[config.mk]
export PLATFORM = sky130hd
export DESIGN_NAME = hr_merge
export DESIGN_NICKNAME = d
export VERILOG_FILES = /design/src/design/hr_pkg.sv /design/src/design/hr_merge.sv
export SDC_FILE = /design/constraint.sdc
export NUM_CORES = 1
export LEC_CHECK = 0
export ABC_AREA = 0
export ABC_CLOCK_PERIOD_IN_PS = 2070
export BUFFER_PORTS_ARGS = -buffer_cell sky130_fd_sc_hd__buf_2
export CAP_MARGIN = 20
export CORE_MARGIN = 2
export CORE_UTILIZATION = 40
export DETAILED_ROUTE_END_ITERATION = 10
export PLACE_DENSITY = 0.78
export SETUP_SLACK_MARGIN = 0.4
export SLEW_MARGIN = 0
export SYNTH_ARGS = -nofsm -noshare
export SYNTH_HDL_FRONTEND = slang
export SYNTH_SLANG_ARGS = --single-unit
[constraint.sdc]
create_clock -name clock -period 2.07 [get_ports clock]
set_input_delay 0.414 -clock clock [delete_from_list [all_inputs] [get_ports clock]]
set_output_delay 0.414 -clock clock [all_outputs]
set_load 0.03 [all_outputs]
[src/design/hr_pkg.sv]
// Package for the haze removal pixel unit: field widths, register indexes,
// reset values and the configuration struct shared by the lanes.
// No dependencies.
`timescale 1ns / 1ps

package hr_pkg;

   localparam int FIELD_W = 13;
   localparam int OUT_W   = 16;
   localparam int NUM_CH  = 3;
   localparam int CSR_INDEX_W = 3;

   typedef enum logic [CSR_INDEX_W-1:0] {
      REG_AIRLIGHT_RED   = 3'd0,
      REG_AIRLIGHT_GREEN = 3'd1,
      REG_AIRLIGHT_BLUE  = 3'd2,
      REG_HAZE_STRENGTH  = 3'd3,
      REG_TRANS_FLOOR    = 3'd4
   } hr_reg_type;

   localparam logic [FIELD_W-1:0] AIRLIGHT_RESET = 13'd4096;
   localparam logic [FIELD_W-1:0] STRENGTH_RESET = 13'd3277;
   localparam logic [FIELD_W-1:0] FLOOR_RESET    = 13'd410;

   localparam logic signed [OUT_W-1:0] OUT_MAX = 16'sh7FFF;
   localparam logic signed [OUT_W-1:0] OUT_MIN = 16'sh8000;

   // settings common to all lanes
   typedef struct packed {
      logic [FIELD_W-1:0] strength;
      logic [FIELD_W-1:0] floor;
   } hr_cfg_type;

endpackage

[src/design/hr_merge.sv]
// Merge stage: collects the three lane results into one output word and
// ORs the clamp flags. Uses hr_pkg.
`timescale 1ns / 1ps

module hr_merge (
   input  logic                                   clock,
   input  logic                                   advance,
   input  logic signed [hr_pkg::OUT_W-1:0]        y_lane [hr_pkg::NUM_CH],
   input  logic [hr_pkg::NUM_CH-1:0]              clamp_lane,
   output logic [hr_pkg::NUM_CH*hr_pkg::OUT_W-1:0] data_out,
   output logic                                   sat_out
);
   import hr_pkg::*;

   logic [NUM_CH*OUT_W-1:0] data_in;

   always_comb begin
      for (int c = 0; c < NUM_CH; c++) begin
         data_in[c*OUT_W +: OUT_W] = y_lane[c];
      end
   end

   always_ff @(posedge clock) begin
      if (advance) begin
         data_out <= data_in;
         sat_out  <= |clamp_lane;
      end
   end

endmodule

# ---- After elaboration in Yosys (flattened, before gate mapping)
# Index checks and enable logic that the tools add are counted.
dict set report op_classes {
  add_sub_neg 0
  multipliers 0
  div 0
  order_cmp 0
  eq_ne 0
  n_shift 0
  mux 0
  n_bitwise 0
  reduce_logical 1
}
# op n
set op_table {}
lappend op_table {{$reduce_or A3 Y1} 1}
dict set report totals {
  ff_bits 49
  latchBits 0
  mem_bits_rw 0
  mem_bits_ro 0
  inputBits 53
  word_cells 3
  n_memories 0
}

# ---- Longest topological paths before layout
# Gate-level depths: netlist (run 1).
dict set report depth {
  ltp_word 1
  depth_mapped 1
}

# ---- Worst setup path after synthesis (run 1)
# OpenSTA, ideal clock, no wires.
dict set report synth_timing {
  path_type {input to register}
  startpoint {input port clamp_lane[1] (netlist name)}
  endpoint {register sat_out (data pin)}
  setup_ns 0.266
  arrival_time_ns 0.755
  required_ns 1.804
  path_slack_ns 1.049
  stages 1
  cell_sequence {or3_1}
}
dict set report synth_between {
  elab_chain_len 1
}
# item line
set synth_lines {}
lappend synth_lines {{start: declaration} hr_merge.sv:9} ;# input logic [hr_pkg::NUM_CH-1:0] clamp_lane,
lappend synth_lines {{$reduce_or A3 Y1} hr_merge.sv:26} ;# sat_out <= |clamp_lane;
lappend synth_lines {{end signal: assignment} hr_merge.sv:26}
lappend synth_lines {{end: declaration} hr_merge.sv:11} ;# output logic sat_out
# Every way passes these cells.
# A chain may end at the register's enable or synchronous reset.

# ---- Final worst setup path (run 1)
dict set report layout_timing {
  startpoint {register data_out[11] (netlist name)}
  endpoint {output port data_out[11] (netlist name)}
}
# item line
set layout_rtl {}
lappend layout_rtl {{start: declaration} hr_merge.sv:10} ;# output logic [hr_pkg::NUM_CH*hr_pkg::OUT_W-1:0] data_out,
lappend layout_rtl {{start signal: assignment} hr_merge.sv:25} ;# data_out <= data_in;
# No word-level cell between the ends.

==> results of run 1 <==
## layout by cell type, fill, tap and decap left out, drive strengths merged
cell type and n:
inv 1, edfxtp 49, clkbuf 5, buf 102, clkinv 1, clkinvlp 1
or3 1
## routing by layer
| layer | vias to the layer above | track usage (%) |
|---|---|---|
| met5 | - | 0 |
| met4 | 0 | 10.4 |
| met3 | 10 | 5.56 |
| met2 | 71 | 22.6 |
| met1 | 410 | 14.3 |
| li1 | 419 | - |
## registers in the layout (all words and copies together) (netlist names)
signal / count
sat_out: 1
data_out: 48
## worst max-delay path by stage
stage | from | endpoint | slack [ps]
finish | data_out[11] | data_out[11] | 780
global route | data_out[26] | data_out[26] | 740
CTS | data_out[11] | data_out[11] | 770
detailed placement | clamp_lane[1] | sat_out | 930
global placement | clamp_lane[1] | sat_out | 950
floorplan | clamp_lane[1] | sat_out | 1050
## metrics by stage
stage | hold WS [ps] | cells | util [%]
after floorplan | 513 | 50 | -
after global placement | 590 | 200 | 57.2
after detailed placement | 592 | 200 | 57.2
after CTS | 279 | 208 | 59.7
after global routing | 271 | 208 | 59.7
final | 287 | 208 | 59.7
## cells by family (layout without fill, tap and decap cells)
| group | Yosys count | in the layout |
|---|---|---|
| buf+inv | 0 | 110 |
| flops | 49 | 49 |
| simple gates | 1 | 1 |
## power by group through the flow
stage / Sequential, mW / Clock [mW] / Combinational (mW)
finish: 1.19 / 0.543 / 0.300
global route: 1.20 / 0.600 / 0.315
CTS: 1.19 / 0.559 / 0.303
detailed placement: 1.22 / 0 / 0.303
global placement: 1.21 / 0 / 0.296
floorplan: 1.38 / 0 / 0.000469
## final cells by class
type	count	share of cell area, %
clock inverters	3	0.988
multi-input cells	1	0.291
flip-flops and latches	49	68.3
repair buffers	102	24.4
well taps	48	2.79
clock buffers	5	3.20
==> impl_metrics.yaml, run 1 <==
power:
  p_seq_share_pct: 58.6
  peakVddDrop_mv: 0.459
  power.switching_mw: 0.531
  switching_share_pct: 26.1
  power_mw: 2.04
  leakage_nw: 0.932
  pwr-share-comb_pct: 14.7
  power_density_mw_per_mm2: 945
  p_int_mw: 1.50
  clkPwrFrac_pct: 26.7
global_routing:
  grt_pass1_vias: 878
  track_usage_pct: 13.9
  overflow: 0
  grt_max_degree: 50
  antenna_found_initial: 0
  grt_pass1_wl_mm: 4.00
final_layout:
  layout-drive-gt1-share_pct: 68.8
  multiInputGateArea_um2: 6.26
  num_antenna_cells: 0
  ff_latch_area_mm2: 0.00147
  final_cell_area_mm2: 0.00215
  nNetsFinal: 212
  area_delta_synth_final_pct: 45.7
  fillers: 283
timing:
  max_slew_margin_pct: 83.4
  maxSlewViolCount: 0
  hold_viol_final: 0
  layout_setup_ws_ps: 777
  setup_violations: 0
  rsz0062_at_grt: "false"
  timing.final.crit_share_pct: 62.4
  setup_tns_ps: 0
  worst_pin_slew_ps: 249
  max_freq_mhz: 774
  fin_crit_ps: 1290
clock_tree:
  cts.htree.levels: 2
  cts_hold_buf: 0
  post_cts_buffers: 0
  cts_buffer_depth: 2
  clk_pin_slew_ps: 90
  clkSinkCount: 49
  cts_tree: "built"
  ctsRootBufferMaster: "clkbuf_8"
  cts_made_buffers: 5
  post_cts_resized: 0
logic_synthesis:
  muxShareOfSynthArea_pct: 0
  yosys_warnings: 0
  synth_area_leaders: "edfxtp_1 100%, or3_1 0.42%"
  synth-simple-area-share_pct: 0.423
  synth-compound-area-share_pct: 0
  synth-adder-area-share_pct: 0
  synth_top_family_by_area: "simple AND/OR/NAND/NOR gates"
  synth-seq-area-share_pct: 99.6
  syn-instance-count: 50
  synth_cell_types: 2
  synthDominantCellAreaShare_pct: 99.6
  synthTopCellsByCount: "49 x edfxtp_1, 1 x or3_1"
  yosysTopAreaCell: "edfxtp_1"
  syn_area_mm2: 0.00148
  synth_most_common_cell: "edfxtp_1"
  async_flop_share_pct: 0
  avgSynthCellArea_um2: 29.6
  synth_ff_type: "edfxtp_1"
  synth_seq_cells: 49
  yosys.area_share.xor_xnor_pct: 0
  synth_edf_count: 49
  syn-num-nets: 103
worst_setup_path:
  slowest_stage: "edfxtp_1"
  cp_cell_sequence: "buf_2"
  cp_num_cells: 1
  crit_path_max_incr_delay_ps: 390
  crit_arrival_ps: 880
  setup.worst_path.start_class: "flop"
  worstPathMaxFanout: 1
  crit_family: "flip-flops"
  worstSetupEndpointType: "output port"
  path_class: "flop to output port"
  crit_required_ps: 1660
  cp_num_buf_inv: 1
drt:
  first_iter_violations: 71
  num_vias: 910
  drt_first_pass_iters: 4
  wirelength_mm: 2.83
  highest_layer: "met4"
  met2_length_mm: 1.35
  detail_route.vias_per_cell: 4.38
  met3_length_um: 397
  wl_per_cell_um: 13.6
  m1WireLength_um: 980
  drc: 0
  antenna_left: 0
place:
  dpl.hpwl_mm: 2.10
  port_buffers: 101
  placed_area_mm2: 0.00206
  pre_cts_ws_ps: 925
  place.gp.congestion: 0.620
run_status:
  outcome: "completed"
hold_path:
  holdPathStages: 1
  hp-start: "y_lane[14]"
  hold_path.class: "primary input to flop"
  min_to: "data_out[46]"
floorplanning:
  start_util_pct: 41.0
  rows: 22
  die_y_um: 64.8
  coreArea_mm2: 0.00361
  io_pins: 102
  fp.dieW_um: 64.8
  die_area_mm2: 0.00420
run:
  drv_cap: 0
Note: power is estimated with default switching activity, not from simulation.
==> run 2, diff against run 1 <==
--- a/config.mk
+++ b/config.mk
@@ -6,7 +6,7 @@
 export NUM_CORES = 1
 export LEC_CHECK = 0
 export ABC_AREA = 0
-export ABC_CLOCK_PERIOD_IN_PS = 2070
+export ABC_CLOCK_PERIOD_IN_PS = 1310
 export BUFFER_PORTS_ARGS = -buffer_cell sky130_fd_sc_hd__buf_2
 export CAP_MARGIN = 20
 export CORE_MARGIN = 2
==> constraint.sdc (replaced) <==
create_clock -name clock -period 1.31 [get_ports clock]
set_input_delay 0.262 -clock clock [delete_from_list [all_inputs] [get_ports clock]]
set_output_delay 0.262 -clock clock [all_outputs]
set_load 0.03 [all_outputs]
==> impl_metrics.yaml, run 2 (synthesis gave the netlist of run 1 again) <==
run_status:
  outcome: "completed"
clock_tree:
  ctsRootBufferMaster: "clkbuf_8"
  cts_hold_buf: 0
  clk_pin_slew_ps: 90
  cts_buffer_depth: 2
  cts_tree: "built"
  cts.htree.levels: 2
  cts_made_buffers: 5
  post_cts_buffers: 0
  clkSinkCount: 49
final_layout:
  area_delta_synth_final_pct: 66.5
  num_antenna_cells: 0
  largest_register_ff_count: 48
  layout_common_cells: "52 x buf_2, 49 x edfxtp_1, 49 x buf_6, 5 x clkbuf_8"
  mostFrequentLayoutCell: "buf_2"
  reg_top3: "data_out: 48 flops, sat_out: 1 flops"
  nNetsFinal: 212
  layout-drive-gt1-share_pct: 68.8
  fin_cells: 208
  largest_register: "data_out"
hold_path:
  hp-start: "y_lane[47]"
  hold_path.class: "primary input to flop"
timing:
  timing.final.crit_share_pct: 88.1
  hold_viol_final: 0
  rsz0062_at_grt: "true"
  maxSlewViolCount: 0
  layout_setup_ws_ps: 157
  whs_ps: 134
  fin_crit_ps: 1150
  setup_tns_ps: 0
  setup_violations: 0
  max_slew_margin_pct: 83.7
  max_freq_mhz: 867
  worst_pin_slew_ps: 244
place:
  place.gp.congestion: 0.620
  dp_cells: 200
  pre_cts_ws_ps: 317
  port_buffers: 101
  dpl.hpwl_mm: 2.10
power:
  peakVddDrop_mv: 0.876
  leakage_nw: 1.04
  power_density_mw_per_mm2: 1380
worst_setup_path:
  worstPathMaxFanout: 1
  crit_start: "data_out[28]"
  cp_num_buf_inv: 1
  crit_path_max_incr_delay_ps: 430
  worstSetupEndpointType: "output port"
  path_class: "flop to output port"
  slowest_stage: "edfxtp_1"
  cp_cell_sequence: "buf_6"
  setup.worst_path.start_class: "flop"
  crit_family: "flip-flops"
  crit_arrival_ps: 890
  crit_required_ps: 1050
global_routing:
  track_usage_pct: 16.1
  overflow: 0
  grt_max_degree: 50
  antenna_found_initial: 0
  grt_pass1_wl_mm: 4.57
  grt_pass1_vias: 940
floorplanning:
  io_pins: 102
  start_util_pct: 41.0
  rows: 22
  coreArea_mm2: 0.00361
  fp.dieW_um: 64.8
  die_area_mm2: 0.00420
  die_y_um: 64.8
drt:
  wirelength_mm: 3.28
  wl_per_cell_um: 15.8
  drc: 0
  met2_length_mm: 1.80
  m1WireLength_um: 987
  antenna_left: 0
  num_vias: 920
  first_iter_violations: 55
  highest_layer: "met4"
  met3_length_um: 370
  drt_first_pass_iters: 5
  detail_route.vias_per_cell: 4.42
run:
  drv_cap: 0
-- run 2: through the flow --
stage	util, %	instance area [µm²]	total power [mW]
6_report	68.2	2460	3.40
5_1_grt	68.2	2460	3.53
4_1_cts	68.2	2460	3.42
3_5_place_dp	57.2	2060	2.40
3_3_place_gp	57.2	2060	2.39
2_1_floorplan	-	1480	2.18
-- run 2: what timing repair did --
action                                 4_1_cts  5_1_grt
endpoints found under the hold margin        0        0
resized for setup                           98        0
setup endpoints to repair                   49       49
-- run 2: cell type report --
| class | instances | area [µm²] |
|---|---|---|
| tap | 48 | 60.1 |
| clock inverter | 3 | 21.3 |
| sequential | 49 | 1470 |
| fill | 234 | 1150 |
| clock buffer | 5 | 68.8 |
| timing repair buffer | 102 | 832 |
| multi-input combinational | 1 | 6.26 |
-- run 2: path summary, 6_finish.rpt --
kind | to | slack [ps] | cells after the start
min | data_out[15] | 130 | 1
max | data_out[28] | 160 | 1
-- run 2: report_power, final --
group          leakage [nW]  internal, mW  switching (mW)  total, mW
registers             0.480          1.86          0.0573       1.92
clock network        0.0445         0.379           0.489      0.868
logic                 0.512         0.276           0.340      0.615
total                  1.04          2.52           0.886       3.40
-- run 2: routing by layer --
| layer | vias to the layer above | track usage (%) |
|---|---|---|
| met3 | 12 | 6.08 |
| met5 | - | 0 |
| met2 | 71 | 30.2 |
| li1 | 419 | - |
| met1 | 418 | 13.6 |
| met4 | 0 | 11.4 |
